**config.mk**
```make
export PLATFORM = sky130hd
export DESIGN_NAME = oslb_cell
export DESIGN_NICKNAME = d
export VERILOG_FILES = /design/src/rtl/assert_macros.svh /design/src/rtl/oslb_pkg.sv /design/src/rtl/oslb_cell.sv
export SDC_FILE = /design/constraint.sdc
export NUM_CORES = 1
export LEC_CHECK = 0
export BUFFER_PORTS_ARGS = -buffer_cell sky130_fd_sc_hd__buf_2
export CAP_MARGIN = 5
export CORE_MARGIN = 1
export CORE_UTILIZATION = 49
export DETAILED_ROUTE_END_ITERATION = 7
export GPL_TIMING_DRIVEN = 0
export PLACE_DENSITY = 0.95
export REMOVE_ABC_BUFFERS = 1
export SETUP_SLACK_MARGIN = 0.05
export SLEW_MARGIN = 20
export SYNTH_ARGS = -nofsm -noshare
export SYNTH_HDL_FRONTEND = slang
export SYNTH_SLANG_ARGS = --single-unit
```
**constraint.sdc**
```tcl
create_clock -name clk -period 5.3 [get_ports clk]
set_clock_uncertainty 0.1 [all_clocks]
set_input_delay 0.795 -clock clk [delete_from_list [all_inputs] [get_ports clk]]
set_output_delay 0.795 -clock clk [all_outputs]
set_load 0.02 [all_outputs]
```
**src/rtl/assert_macros.svh**
```systemverilog
// Concurrent assertion helpers; each expects clk and rst_n in scope.
`ifndef ASSERT_MACROS_SVH
`define ASSERT_MACROS_SVH

// Check a property that must hold at every clock edge out of reset.
`define OSLB_ASSERT(lbl, prop, msg) \
  lbl: assert property (@(posedge clk) disable iff (!rst_n) (prop)) else $error(msg);

// Check that a condition holds in the cycle after a trigger.
`define OSLB_ASSERT_NEXT(lbl, trig, cond, msg) \
  lbl: assert property (@(posedge clk) disable iff (!rst_n) (trig) |=> (cond)) else $error(msg);

`endif

```
**src/rtl/oslb_pkg.sv**
```systemverilog
`timescale 1ns / 1ps
package oslb_pkg;

  localparam int CAPACITY_DEF = 256;
  localparam int KEY_W        = 32;
  localparam int FANIN_LG     = 4;
  localparam int FANIN        = 1 << FANIN_LG;

  typedef enum logic [1:0] {
    CMD_ADD    = 2'd0,
    CMD_REMOVE = 2'd1,
    CMD_LOWER  = 2'd2
  } cmd_t;

  typedef enum logic [2:0] {
    ST_ADDED     = 3'd0,
    ST_DUPLICATE = 3'd1,
    ST_FULL      = 3'd2,
    ST_REMOVED   = 3'd3,
    ST_MISSING   = 3'd4,
    ST_FOUND     = 3'd5,
    ST_NONE      = 3'd6
  } status_t;

  // What a cell shows its neighbors.
  typedef struct packed {
    logic signed [KEY_W-1:0] key;
    logic                    occ;
    logic                    lt;
  } cell_link_t;

  // Command broadcast to every cell of the chain.
  typedef struct packed {
    logic                    add_en;
    logic                    rem_en;
    logic signed [KEY_W-1:0] probe;
  } cell_op_t;

  // One node of the result reduction tree.
  typedef struct packed {
    logic             hit;
    logic             found;
    logic [KEY_W-1:0] bound;
  } node_t;

  // Number of registered tree levels to cover n leaves.
  function automatic int tree_levels(int n);
    int lvl;
    int span;
    lvl  = 1;
    span = FANIN;
    for (int s = 0; s < 8; s++) begin
      if (span < n) begin
        span = span * FANIN;
        lvl  = lvl + 1;
      end
    end
    return lvl;
  endfunction

endpackage

```
**src/rtl/oslb_cell.sv**
```systemverilog
`timescale 1ns / 1ps
module oslb_cell (
  input  logic               clk,
  input  logic               rst_n,
  input  oslb_pkg::cell_op_t   op_i,
  input  oslb_pkg::cell_link_t left_i,
  input  oslb_pkg::cell_link_t right_i,
  output oslb_pkg::cell_link_t link_o,
  output oslb_pkg::node_t      leaf_o
);
  import oslb_pkg::*;

  logic signed [KEY_W-1:0] key_r;
  logic                    occ_r;
  logic                    lt;
  logic                    hit;
  logic                    bnd;

  assign lt  = occ_r && (key_r < op_i.probe);
  assign hit = occ_r && (key_r == op_i.probe);
  // first occupied slot not below the probe
  assign bnd = occ_r && !lt && left_i.lt;

  assign link_o = '{key: key_r, occ: occ_r, lt: lt};
  assign leaf_o = '{hit: hit, found: bnd, bound: bnd ? key_r : '0};

  always_ff @(posedge clk) begin
    if (op_i.add_en && !lt) begin
      key_r <= left_i.lt ? op_i.probe : left_i.key;
    end else if (op_i.rem_en && !lt) begin
      key_r <= right_i.key;
    end
  end

  always_ff @(posedge clk) begin
    if (!rst_n) begin
      occ_r <= 1'b0;
    end else if (op_i.add_en && !lt) begin
      occ_r <= left_i.lt ? 1'b1 : left_i.occ;
    end else if (op_i.rem_en && !lt) begin
      occ_r <= right_i.occ;
    end
  end

endmodule

```
# Word level (Yosys, flattened, before mapping)
# Cells that the tools add are included.
dict set report word_totals {
  reg_bits 33
  in_bits 104
  output_inout_bits 68
  word_cells 19
}
dict set report classes {
  n_lt_le_gt_ge 1
  eq_ne 1
  n_mux 7
  n_reduce_logical 8
}
# op n
set op_table {}
lappend op_table {{$mux W32} 4}
lappend op_table {{$eq A32 B32 Y1} 1}
lappend op_table {{$lt A32 B32 Y1} 1}
lappend op_table {{$logic_and A1 B1 Y1} 6}
lappend op_table {{$mux W1} 3}
lappend op_table {{$reduce_bool A2 Y1} 1}
lappend op_table {{$logic_not A1 Y1} 1}

# Logic depth before layout (Yosys ltp)
# Gate-level depths: netlist of run 1.
dict set report depth {
  word_depth 6
  depth_mapped 10
  mapped_depth_nobuf 8
}

# Least setup slack after synthesis of run 1
# OpenSTA, ideal clock, no wires.
dict set report synth_path {
  path_kind {input port to output port}
  from {in op_i[15] in the netlist's numbering}
  to {out leaf_o[32] in the netlist's numbering}
  arrival_time_ns 2.729
  t_required_ns 4.405
  slack_ns 1.676
  path_stages 10
  path_buffers 2
  path_cell_list {inv_1 > ha_1 > nand4_2 > nor4_2 > o21ai_1 > a31oi_4 > mux2_2 > buf_2 > and2_1 > buf_4}
}
dict set report synth_via {
  elab_chain_cells 5
}
# element line_no
set synth_lines {}
lappend synth_lines {{start: declaration} oslb_cell.sv:5} ;# input oslb_pkg::cell_op_t op_i,
lappend synth_lines {{$lt A32 B32 Y1} oslb_cell.sv:19} ;# assign lt = occ_r && (key_r < op_i.probe);
lappend synth_lines {{$logic_and A1 B1 Y1} oslb_cell.sv:19}
lappend synth_lines {{$logic_not A1 Y1} oslb_cell.sv:22} ;# assign bnd = occ_r && !lt && left_i.lt;
lappend synth_lines {{$logic_and A1 B1 Y1 (2 in series)} oslb_cell.sv:22}
lappend synth_lines {{end: declaration} oslb_cell.sv:9} ;# output oslb_pkg::node_t leaf_o
# Every way passes these cells.

==> impl_results.md, run 1 <==
* Crit path arrival time at 3.43 ns
* Final critical-path share of the clock period at 81.66%
* Via count of the first global-routing pass at 2724
* Number of max-cap violations at 0
* Leak Pwr at 0.002247 uW
* Core area at 0.005991 mm^2
* Post-synthesis average cell area at 10.92 um^2
* Post-synth EDFFs at 32
* Cell depth of the worst hold path at 2
* First-pass GRT wire length at 12280 um
* Number of buffers inserted by port buffering at 170
* Main combinational cell family by area after synthesis: multiplexers
* Standard cell with the maximum stage delay on the critical path: mux2_2
* Total number of H-tree levels at 2
* Ordered list of cells on the worst path: buf_2, inv_1, ha_1, nand4_1, nor4_1, nor2_1, a31oi_4, mux2_2, and3_1, buf_2
* Clock sink count at 33
* Sequential cell area at 980.9 um^2
* Commonest cells post-synth: inv_1 (35), and3_1 (33), mux2_2 (33)
* Cell type with the largest total area after synthesis: edfxtp_1
* Per-cell via count in the routed design at 5.399
* CTS tree: built
* Number of antenna violations at the first check in global routing at 0
* Placement row count at 28
* P_int at 668.8 uW
* Mux share of post-synthesis cell area at 27.76%
* Power density relative to cell area at 267.8 mW/mm^2
* Synth Area in Compound Gates at 7.244%
* Fmax at 231.0 MHz
* Distinct cell type count of the synthesized netlist at 38
* Portion of total power attributed to combinational logic at 47.2%
* Count leader, synth: inv_1
* Number of gates resized after cts at 0
* Path class of the lowest-slack min-delay path: register to register
* Sequential share of the synthesized area at 31.73%
* Crit path depth at 10
* Hold violation count in the final report at 0
* Number of buffers inserted for hold repair after clock tree synthesis at 0
* Final-layout setup total negative slack at 0 ns
* Routed Antenna Nets at 0
* End point of the most critical hold path: occ_r$_SDFFE_PN0P_
* Area of the multi-input gates at 0.001884 mm^2
* Largest stage delay, worst path at 0.62 ns
* Vias at 2813
* Drt wl/cell at 16.11 um
* Number of buffers inserted during clock tree synthesis at 5
* Highest fanout seen on the critical path at 36
* Final worst path period need at 4.328 ns
* Drt pass-1 iters at 4
* Effective utilization at floorplan at 51.61%
* Type of element capturing the critical path: output pin
* Worst path bufs/invs at 3
* Total of warnings raised by yosys at 0
* Number of buffers inserted by post-CTS setup repair at 0
* Number of antenna repair diodes at 0
* End of the worst register-to-register path: key_r[13]$_DFFE_PP_
* IR drop worst, VDD at 0.1679 mV
* Internal reg-to-reg setup slack at 1.45 ns
* Switching part of the total at 38.59%
* Detailed router's first-iteration violation count at 124
* Number of register bits inferred by synthesis at 33
* Gr ovfl total at 0
* Critical Path Source Type: input port
* Residual DRC at 0
* CP dominant cell by count: buf_2
* Synthesized-area fraction occupied by and/or/nand/nor cells at 12.67%
* Worst setup path class: input port to output pin
* Placer's final routability congestion estimate at 0.7690
* Overall routing resource usage at 24.55%
* Maximum number of pins on one net before global-route repair at 37
* Netlist Area Pre-Place at 0.003092 mm^2
* Arithmetic-cell share of the synthesized area counting full adders, half adders and majority gates at 12.95%
* Synthesis-to-layout area growth at 31.53%
* Synth Instances at 283
* Data required time of the worst path at 4.41 ns
* Relative slew slack at 27.74%
* Fraction of final layout cells sized beyond drive strength 1 at 55.61%
* Clock group share of total power at 17.4%
* Pin slew with the least headroom to its limit at 1.084 ns
* Fill cell instance count of the final layout at 471
* Root Buffer: clkbuf_8
* Share of synthesized flip-flops with an asynchronous set or reset at 0%
* Number of pins exceeding their max-slew limit in the final report at 0
* Launch instance of the worst register-to-register path: key_r[31]$_DFFE_PP_
* Routed wire length at 8395 um
* Origin of the worst min-delay path: occ_r$_SDFFE_PN0P_
* Max Buffers Root-to-Sink at 2
* Share of total power in sequential cells at 35.4%
* Area share of the leading cell type in the synthesized netlist at 31.08%
* DP Wirelength at 6495 um
* Worst Reg-to-Reg Cells at 7
* RSZ-0062 raised after global routing: false
* Boundary Pins at 172
* Largest cells by area after synthesis: edfxtp_1 (31%), mux2_4 (15%), ha_1 (13%)
* Overall power of the completed layout at 1089 uW
* Net count, final at 581
* Result of the run: finished, final reports clean
* Net load switching power at 420.3 uW
* Family of cells with the greatest summed delay on the critical path: simple AND/OR/NAND/NOR gates
* Number of setup violations in the final report at 0
* Clock latency at the later pin of the worst-skew pair at 0.29 ns
* Die ar. at 0.006632 mm^2
* Die Height at 81.44 um
* Clk pin slew, worst setup/hold paths at 0.08 ns
* Die width at 81.44 um
* Fraction of synthesized cell area in xor and xnor cells at 0%
* Post-synth top flop: edfxtp_1
## registers in the layout (all words and copies together), names as in the netlist
name and flops:
occ_r 1, key_r 32
## per-layer routing
layer	routed length, um	part of all wire (%)	vias up	global-route usage [%]
met5	0	0	-	0
met4	150	1.8	0	9.464
met1	3428	41	1323	28.29
met3	438	5.2	15	4.333
met2	4377	52	120	44.75
li1	-	-	1355	-
## cell families after synthesis
logic type                 count (synthesis)
muxes                                     66
adders and majority gates                 32
buffers and inverters                     52
and+or+nand+nor                           68
DFF                                       33
AOI/OAI and AO/OA                         32
## area by class of cell
class	count	share of cell area, %
Clock inverter	2	0.2462
Timing Repair Buffer	172	21.97
Inverter	35	3.231
Tap cell	75	2.308
Sequential cell	33	24.12
Clock buffer	6	1.785
Multi-Input combinational cell	198	46.34
## through the flow
| stage | utilization, % | hold WS, ns | instance area, um^2 | cells | worst slack (ns) |
|---|---|---|---|---|---|
| floorplan | - | 0.5348 | 2987 | 266 | 0.9321 |
| global placement | 65.62 | 0.4899 | 3931 | 511 | 0.02415 |
| detailed placement | 66.50 | 0.5083 | 3984 | 513 | 1.024 |
| CTS | 67.88 | 0.5179 | 4066 | 521 | 1.008 |
| global route | 67.88 | 0.5436 | 4066 | 521 | 0.8707 |
| finish | 67.88 | 0.5219 | 4066 | 521 | 0.9719 |
## worst reg2reg max path: stages (launching register included)
cell	delay [ns]
edfxtp_1	0.43
ha_1	0.41
nand4_1	0.19
nor4_1	0.52
nor2_1	0.13
a31oi_4	0.23
mux2_2	0.63
o22a_2	0.83
## power groups by stage
stage          Sequential (uW)  Clock (uW)  Combinational (uW)
3_5_place_dp               391           0                 512
2_1_floorplan              440           0                 279
4_1_cts                    385         191                 515
3_3_place_gp               387           0                 486
6_report                   385         190                 514
5_1_grt                    390         202                 554
## worst max path at each step
stage              from                  to
5_1_grt        op_i[31]          leaf_o[23]
3_5_place_dp   op_i[31]          leaf_o[23]
3_3_place_gp   op_i[31]  key_r[0]$_DFFE_PP_
2_1_floorplan  op_i[15]  key_r[0]$_DFFE_PP_
4_1_cts        op_i[31]          leaf_o[23]
6_report       op_i[31]          leaf_o[23]
## layout by cell type, fill, tap and decap left out, types with 2 or more instances in the layout
cell type,instances
o21ai_0,6
and2_1,2
edfxtp_1,32
and3_1,33
clkinv_2,2
nor2_1,7
mux2_1,2
nand2_1,12
nand2b_1,2
mux2_4,30
o21a_1,2
a21oi_1,14
nand4_1,5
buf_2,170
mux2_2,33
ha_1,32
inv_1,35
clkbuf_8,5
Note: power is estimated with default switching activity, not from simulation.
==> run 2, diff against run 1 <==
CORE_UTILIZATION = 41   (was 49)
PLACE_DENSITY = 0.87   (was 0.95)
clock period = 3.85 ns   (was 5.3 ns; I/O delays follow)
==> impl_results.md, run 2 (synthesized netlist as in run 1, its figures left out) <==
* Result of the run: finished, final reports clean
* Final critical-path share of the clock period at 96.39%
* Core area at 0.007253 mm^2 (+21%)
* Die width at 88.84 um (+9.1%)
* Drt wl/cell at 15.39 um (-4.5%)
* First-pass GRT wire length at 12230 um (-0.46%)
* Origin of the worst min-delay path: rst_n
* Number of flip-flops in the largest register at 32 (unchanged)
* Placement row count at 31 (+11%)
* Routed wire length at 8388 um (about the same)
* Family of cells with the greatest summed delay on the critical path: simple AND/OR/NAND/NOR gates
* Worst setup path class: register to output pin
* Ordered list of cells on the worst path: ha_1, nand4_2, nor4_4, o21ai_1, a31oi_4, mux2_4, and3_1, buf_2
* RSZ-0062 raised after global routing: true
* Relative slew slack at 27.47% (-0.27 points)
* Synthesis-to-layout area growth at 33.43%
* Internal reg-to-reg setup slack at 0.30 ns (-1.15 ns)
* Clock sink count at 33 (unchanged)
* Maximum number of pins on one net before global-route repair at 37 (unchanged)
* Effective utilization at floorplan at 42.63% (-9.0 points)
* Most common cell after layout, fill and taps aside: buf_2
* Routed Antenna Nets at 0 (unchanged)
* Crit path arrival time at 3.03 ns (-0.40 ns)
* Residual DRC at 0 (unchanged)
* Boundary Pins at 172 (unchanged)
* Highest-count cells in the layout ignoring fill and taps: buf_2 (170), inv_1 (35), and3_1 (33)
* Final core utilization at 56.87% (-11 points)
* Registers with the most flip-flops: key_r x32, occ_r x1
* Power density relative to cell area at 364.1 mW/mm^2 (+36%)
* Number of antenna violations at the first check in global routing at 1 (+1)
* Number of buffers inserted by post-CTS setup repair at 0 (unchanged)
* Leak Pwr at 0.002260 uW (+0.56%)
* Gr ovfl total at 0 (unchanged)
* Path class of the lowest-slack min-delay path: input port to register
* Critical Path Source Type: register
* Max Buffers Root-to-Sink at 2 (unchanged)
* Pin slew with the least headroom to its limit at 1.088 ns (+0.004001 ns)
* Number of buffers inserted during clock tree synthesis at 5 (unchanged)
* Sequential cell area at 980.9 um^2 (unchanged)
* Fmax at 269.5 MHz
* Per-cell via count in the routed design at 5.062 (-6.2%)
* Number of setup violations in the final report at 0 (unchanged)
* Via count of the first global-routing pass at 2712 (-0.44%)
* Largest stage delay, worst path at 0.49 ns (-0.13 ns)
* Net count, final at 581 (unchanged)
* Highest fanout seen on the critical path at 36 (unchanged)
* Data required time of the worst path at 3.17 ns (-1.24 ns)
* Number of buffers inserted for hold repair after clock tree synthesis at 0 (unchanged)
* Setup crit start: key_r[15]$_DFFE_PP_
* Worst path bufs/invs at 1 (-2)
* Root Buffer: clkbuf_8
* Number of pins exceeding their max-slew limit in the final report at 0 (unchanged)
* Drt pass-1 iters at 4 (unchanged)
* IR drop worst, VDD at 0.1620 mV (-3.5%)
* Clock latency at the later pin of the worst-skew pair at 0.28 ns (about the same)
* Detailed router's first-iteration violation count at 79 (-36%)
* Vias at 2759 (-1.9%)
* Die ar. at 0.007892 mm^2 (+19%)
* Hold violation count in the final report at 0 (unchanged)
* Number of max-cap violations at 0 (unchanged)
* Overall routing resource usage at 20.32% (-4.2 points)
* Most flops, register: key_r
* Fraction of final layout cells sized beyond drive strength 1 at 55.38% (-0.22 points)
* Standard cell with the maximum stage delay on the critical path: mux2_4
* Number of buffers inserted by port buffering at 170 (unchanged)
* Clk pin slew, worst setup/hold paths at 0.07 ns (about the same)
* Final worst path period need at 3.711 ns
* Launch instance of the worst register-to-register path: key_r[15]$_DFFE_PP_
* Area of the multi-input gates at 0.001903 mm^2 (+1.0%)
* Placer's final routability congestion estimate at 0.7450 (-3.1%)
* Total number of H-tree levels at 2 (unchanged)
* Fill cell instance count of the final layout at 640 (+36%)
* Type of element capturing the critical path: output pin
* Final-layout setup total negative slack at 0 ns (unchanged)
* Number of antenna repair diodes at 0 (unchanged)
* Die Height at 88.84 um (+9.1%)
* DP Wirelength at 6521 um (+0.41%)
* CTS tree: built
==> run 2: cell count changes in the layout (fill, tap and decap cells not counted) <==
cell / previous run / this run
clkbuf_1: 1 / 3
clkinv_2: 2 / 0
buf_16: 1 / 2
buf_8: 1 / 0
mux2_2: 33 / 32
mux2_4: 30 / 31
nor4_1: 1 / 0
nor4_4: 0 / 1
==> run 2: worst reg2reg max path, cell delays in order (launching register included) <==
cell and delay (ns):
edfxtp_1 0.41, ha_1 0.40, nand4_2 0.18, nor4_4 0.39
o21ai_1 0.19, a31oi_4 0.27, mux2_4 0.45, o22a_2 0.77
==> run 2: per-stage QoR <==
step	std cells	cell area (um^2)	total power, uW	hold WS [ns]	worst slack, ns
floorplan	266	2987	990.0	0.5348	-0.3004
global placement	535	3961	1206	0.4771	-1.376
detailed placement	537	4026	1247	0.4827	-0.3070
CTS	545	4116	1508	0.4273	0.09153
global route	545	4125	1593	0.4680	0.04190
finish	545	4125	1502	0.4363	0.1392
==> run 2: cell type report <==
cell class | instances | area share (%)
Sequential cell | 33 | 23.78
Multi-Input combinational cell | 198 | 46.13
Inverter | 35 | 3.185
Clock buffer | 8 | 1.941
Timing Repair Buffer | 172 | 21.96
Tap cell | 99 | 3.003
==> run 2: final timing paths <==
kind | cells after the start | to
worst min-delay path | 3 | occ_r$_SDFFE_PN0P_
worst max-delay path | 8 | leaf_o[14]
worst min register to register | 2 | occ_r$_SDFFE_PN0P_
worst max register to register | 7 | key_r[8]$_DFFE_PP_
==> run 2: where the power goes <==
group,switching (uW),total (uW),internal (uW),leakage (uW)
clock,127,256,129,0.0000395
combinational,395,716,321,0.00189
sequential,48.1,530,482,0.000331
==> run 2: routing by layer <==
layer	share of wire, %	track usage [%]	vias to the layer above
met3	5.0	3.545	13
met4	1.6	5.718	0
met5	0	0	-
li1	-	-	1351
met1	42	22.88	1278
met2	51	38.95	117
==> run 2: what timing repair did <==
| action | 4_1_cts | 5_1_grt |
|---|---|---|
| setup endpoints to repair | 66 | 33 |
| resized for setup | 2 | 1 |
| hold endpoints to repair | 0 | 0 |
==> run 3, diff against run 2 <==
ABC_AREA = 1   (was default)
==> impl_results.md, run 3 <==
* Result of the run: finished, final reports clean
* Number of buffers inserted by port buffering at 170 (unchanged)
* Core area at 0.007253 mm^2 (unchanged)
* Pin slew with the least headroom to its limit at 0.8402 ns (-0.2477 ns)
* Setup crit start: key_r[31]$_DFFE_PP_
* Root Buffer: clkbuf_8
* RSZ-0062 raised after global routing: true
* Final critical-path share of the clock period at 90.22% (-6.2 points)
* Number of max-cap violations at 0 (unchanged)
* Overall routing resource usage at 19.45% (-0.88 points)
* Largest stage delay, worst path at 0.43 ns (-0.06 ns)
* Critical Path Source Type: register
* Net count, final at 698 (+20%)
* Drt pass-1 iters at 5 (+1)
* Most common cell after layout, fill and taps aside: buf_2
* Die width at 88.82 um (about the same)
* Internal reg-to-reg setup slack at 0.86 ns (+0.56 ns)
* Highest fanout seen on the critical path at 33 (-8.3%)
* Drt wl/cell at 12.23 um (-21%)
* Number of buffers inserted during clock tree synthesis at 5 (unchanged)
* Highest-count cells in the layout ignoring fill and taps: buf_2 (169), nand2_1 (132), inv_1 (76)
* Clk pin slew, worst setup/hold paths at 0.07 ns (about the same)
* Detailed router's first-iteration violation count at 93 (+18%)
* Setup WS pre-CTS at 0.05716 ns (+0.3641 ns)
* Total of warnings raised by yosys at 0 (unchanged)
* Hold violation count in the final report at 0 (unchanged)
* CP dominant cell by count: nand2_1
* Clock sink count at 33 (unchanged)
* Effective utilization at floorplan at 42.61% (about the same)
* Gr ovfl total at 0 (unchanged)
* Number of register bits inferred by synthesis at 33 (unchanged)
* CTS tree: built
* Worst Reg-to-Reg Cells at 12 (+5)
* Maximum number of pins on one net before global-route repair at 67 (+81%)
* Power density relative to cell area at 362.1 mW/mm^2 (-0.54%)
* Worst Hold Margin at 0.4390 ns (+0.002652 ns)
* Registers with the most flip-flops: key_r x32, occ_r x1
* Die ar. at 0.007889 mm^2 (about the same)
* Fill cell instance count of the final layout at 691 (+8.0%)
* Final Worst Setup Slack at 0.3766 ns (+0.2374 ns)
* Per-cell via count in the routed design at 4.752 (-6.1%)
* IR drop worst, VDD at 0.1893 mV (+17%)
* First-pass GRT wire length at 11790 um (-3.5%)
* Data required time of the worst path at 3.17 ns (about the same)
* Vias at 3141 (+14%)
* Number of setup violations in the final report at 0 (unchanged)
* Fmax at 287.9 MHz (+6.8%)
* Placer's final routability congestion estimate at 0.7625 (+2.3%)
* Cell type with the largest total area after synthesis: edfxtp_1
* Family of cells with the greatest summed delay on the critical path: simple AND/OR/NAND/NOR gates
* Routed wire length at 8084 um (-3.6%)
* Synthesis-to-layout area growth at 29.64%
* Leak Pwr at 0.002396 uW (+6.0%)
* Fraction of final layout cells sized beyond drive strength 1 at 38.08% (-17 points)
* Total number of H-tree levels at 2 (unchanged)
* Worst setup path class: register to output pin
* Number of antenna violations at the first check in global routing at 0 (-1)
* Commonest cells post-synth: nand2_1 (132), inv_1 (77), nor2_1 (41)
* Distinct cell type count of the synthesized netlist at 26 (-32%)
* Origin of the worst min-delay path: rst_n
* Number of pins exceeding their max-slew limit in the final report at 0 (unchanged)
* Crit path arrival time at 2.80 ns (-0.23 ns)
* Final-layout setup total negative slack at 0 ns (unchanged)
* Synth Instances at 405 (+43%)
* Share of synthesized flip-flops with an asynchronous set or reset at 0% (unchanged)
* Post-synth EDFFs at 32 (unchanged)
* Placed Instance Area at 0.003923 mm^2 (-2.6%)
* Standard cell with the maximum stage delay on the critical path: edfxtp_1
* Area of the multi-input gates at 0.001674 mm^2 (-12%)
* Final instance area at 0.004006 mm^2 (-2.9%)
* Routed Antenna Nets at 0 (unchanged)
* Largest cells by area after synthesis: edfxtp_1 (31%), nand2_1 (16%), ha_1 (13%)
* Boundary Pins at 172 (unchanged)
* Residual DRC at 0 (unchanged)
* DP Wirelength at 6175 um (-5.3%)
* Cell depth of the worst hold path at 3 (unchanged)
* Number of antenna repair diodes at 0 (unchanged)
* Worst path bufs/invs at 1 (unchanged)
* Post-synth top flop: edfxtp_1
* Relative slew slack at 43.98% (+17 points)
* End of the worst register-to-register path: key_r[0]$_DFFE_PP_
* Sequential cell area at 980.9 um^2 (unchanged)
* Path class of the lowest-slack min-delay path: input port to register
* Post-synthesis average cell area at 7.631 um^2 (-30%)
* Launch instance of the worst register-to-register path: key_r[31]$_DFFE_PP_
* Area share of the leading cell type in the synthesized netlist at 31.09% (about the same)
* Max Buffers Root-to-Sink at 2 (unchanged)
* Die Height at 88.82 um (about the same)
* Type of element capturing the critical path: output pin
* Via count of the first global-routing pass at 2728 (+0.59%)
* Most flops, register: key_r
* End point of the most critical hold path: occ_r$_SDFFE_PN0P_
* Number of buffers inserted for hold repair after clock tree synthesis at 0 (unchanged)
* Placement row count at 31 (unchanged)
* Final worst path period need at 3.473 ns (-0.2374 ns)
* Ordered list of cells on the worst path: ha_1, nand2_1, nor2_2, nand2_1, nor4_2, nand2_1, nand2_1, nand2_1, nand2_1, nand3_4, nor2_1, buf_2
* Netlist Area Pre-Place at 0.003090 mm^2 (about the same)
* Sequential share of the synthesized area at 31.74% (about the same)
* Clock latency at the later pin of the worst-skew pair at 0.28 ns (about the same)
* Number of flip-flops in the largest register at 32 (unchanged)
* Count leader, synth: nand2_1
## run 3: cell count changes after synthesis, sizes merged, moves of 3 or more
cell,before,now
and3,33,1
buf,10,16
clkbuf,7,4
inv,35,78
mux2,65,0
nand2,12,133
nand3,1,5
nand4,6,2
nor2,7,42
o211ai,1,33
o21ai,7,3
## run 3: worst max path at each step
stage / endpoint / slack (ns) / cells after the start
floorplan: leaf_o[0] / 0.48 / 12
global placement: leaf_o[15] / -0.41 / 14
detailed placement: leaf_o[15] / 0.06 / 14
CTS: leaf_o[15] / 0.28 / 12
global route: leaf_o[24] / 0.05 / 12
finish: leaf_o[15] / 0.38 / 12
## run 3: per-stage QoR
step	power [uW]	utilization, %	cells
2_1_floorplan	963.9	-	385
3_3_place_gp	1181	53.98	654
3_5_place_dp	1211	54.08	654
4_1_cts	1467	55.24	661
5_1_grt	1564	55.24	661
6_report	1451	55.24	661
## run 3: kinds of logic (layout without fill, tap and decap cells)
kind of cell               Yosys count  count (layout)  synth area share [%]
buffers and inverters               98             255                 14.49
AOI/OAI and AO/OA                   54              54                 16.52
DFF                                 33              33                 31.74
adders and majority gates           32              32                 12.96
and+or+nand+nor                    188             188                 24.29
## run 3: repair_timing
item / 4_1_cts / 5_1_grt
endpoints found under the hold margin: 0 / 0
pin swaps: 0 / 0
setup buffers: 0 / 0
endpoints found under the setup margin: 8 / 1
resized for setup: 1 / 0
## run 3: metal layers
metal | track usage (%) | wire (um) | part of all wire, %
met1 | 21.76 | 3275 | 41
met2 | 38.32 | 4425 | 55
met3 | 3.172 | 362 | 4.5
met4 | 3.959 | 21 | 0.26
met5 | 0 | 0 | 0
## run 3: worst min-delay path, cell delays in order
cell	delay (ns)
buf_2	0.10
o21ai_0	0.06
nor2_1	0.05
## run 3: cell type report
type	instances	area share, %
multi-input combinational	274	41.79
sequential	33	24.48
timing repair buffer	170	21.30
inverter	78	7.433
tap	99	3.092
clock buffer	6	1.811
clock inverter	1	0.09369
## run 3: where the power goes
group          internal (uW)  switching, uW
Clock                    122            129
Sequential               491           57.5
Combinational            233            419
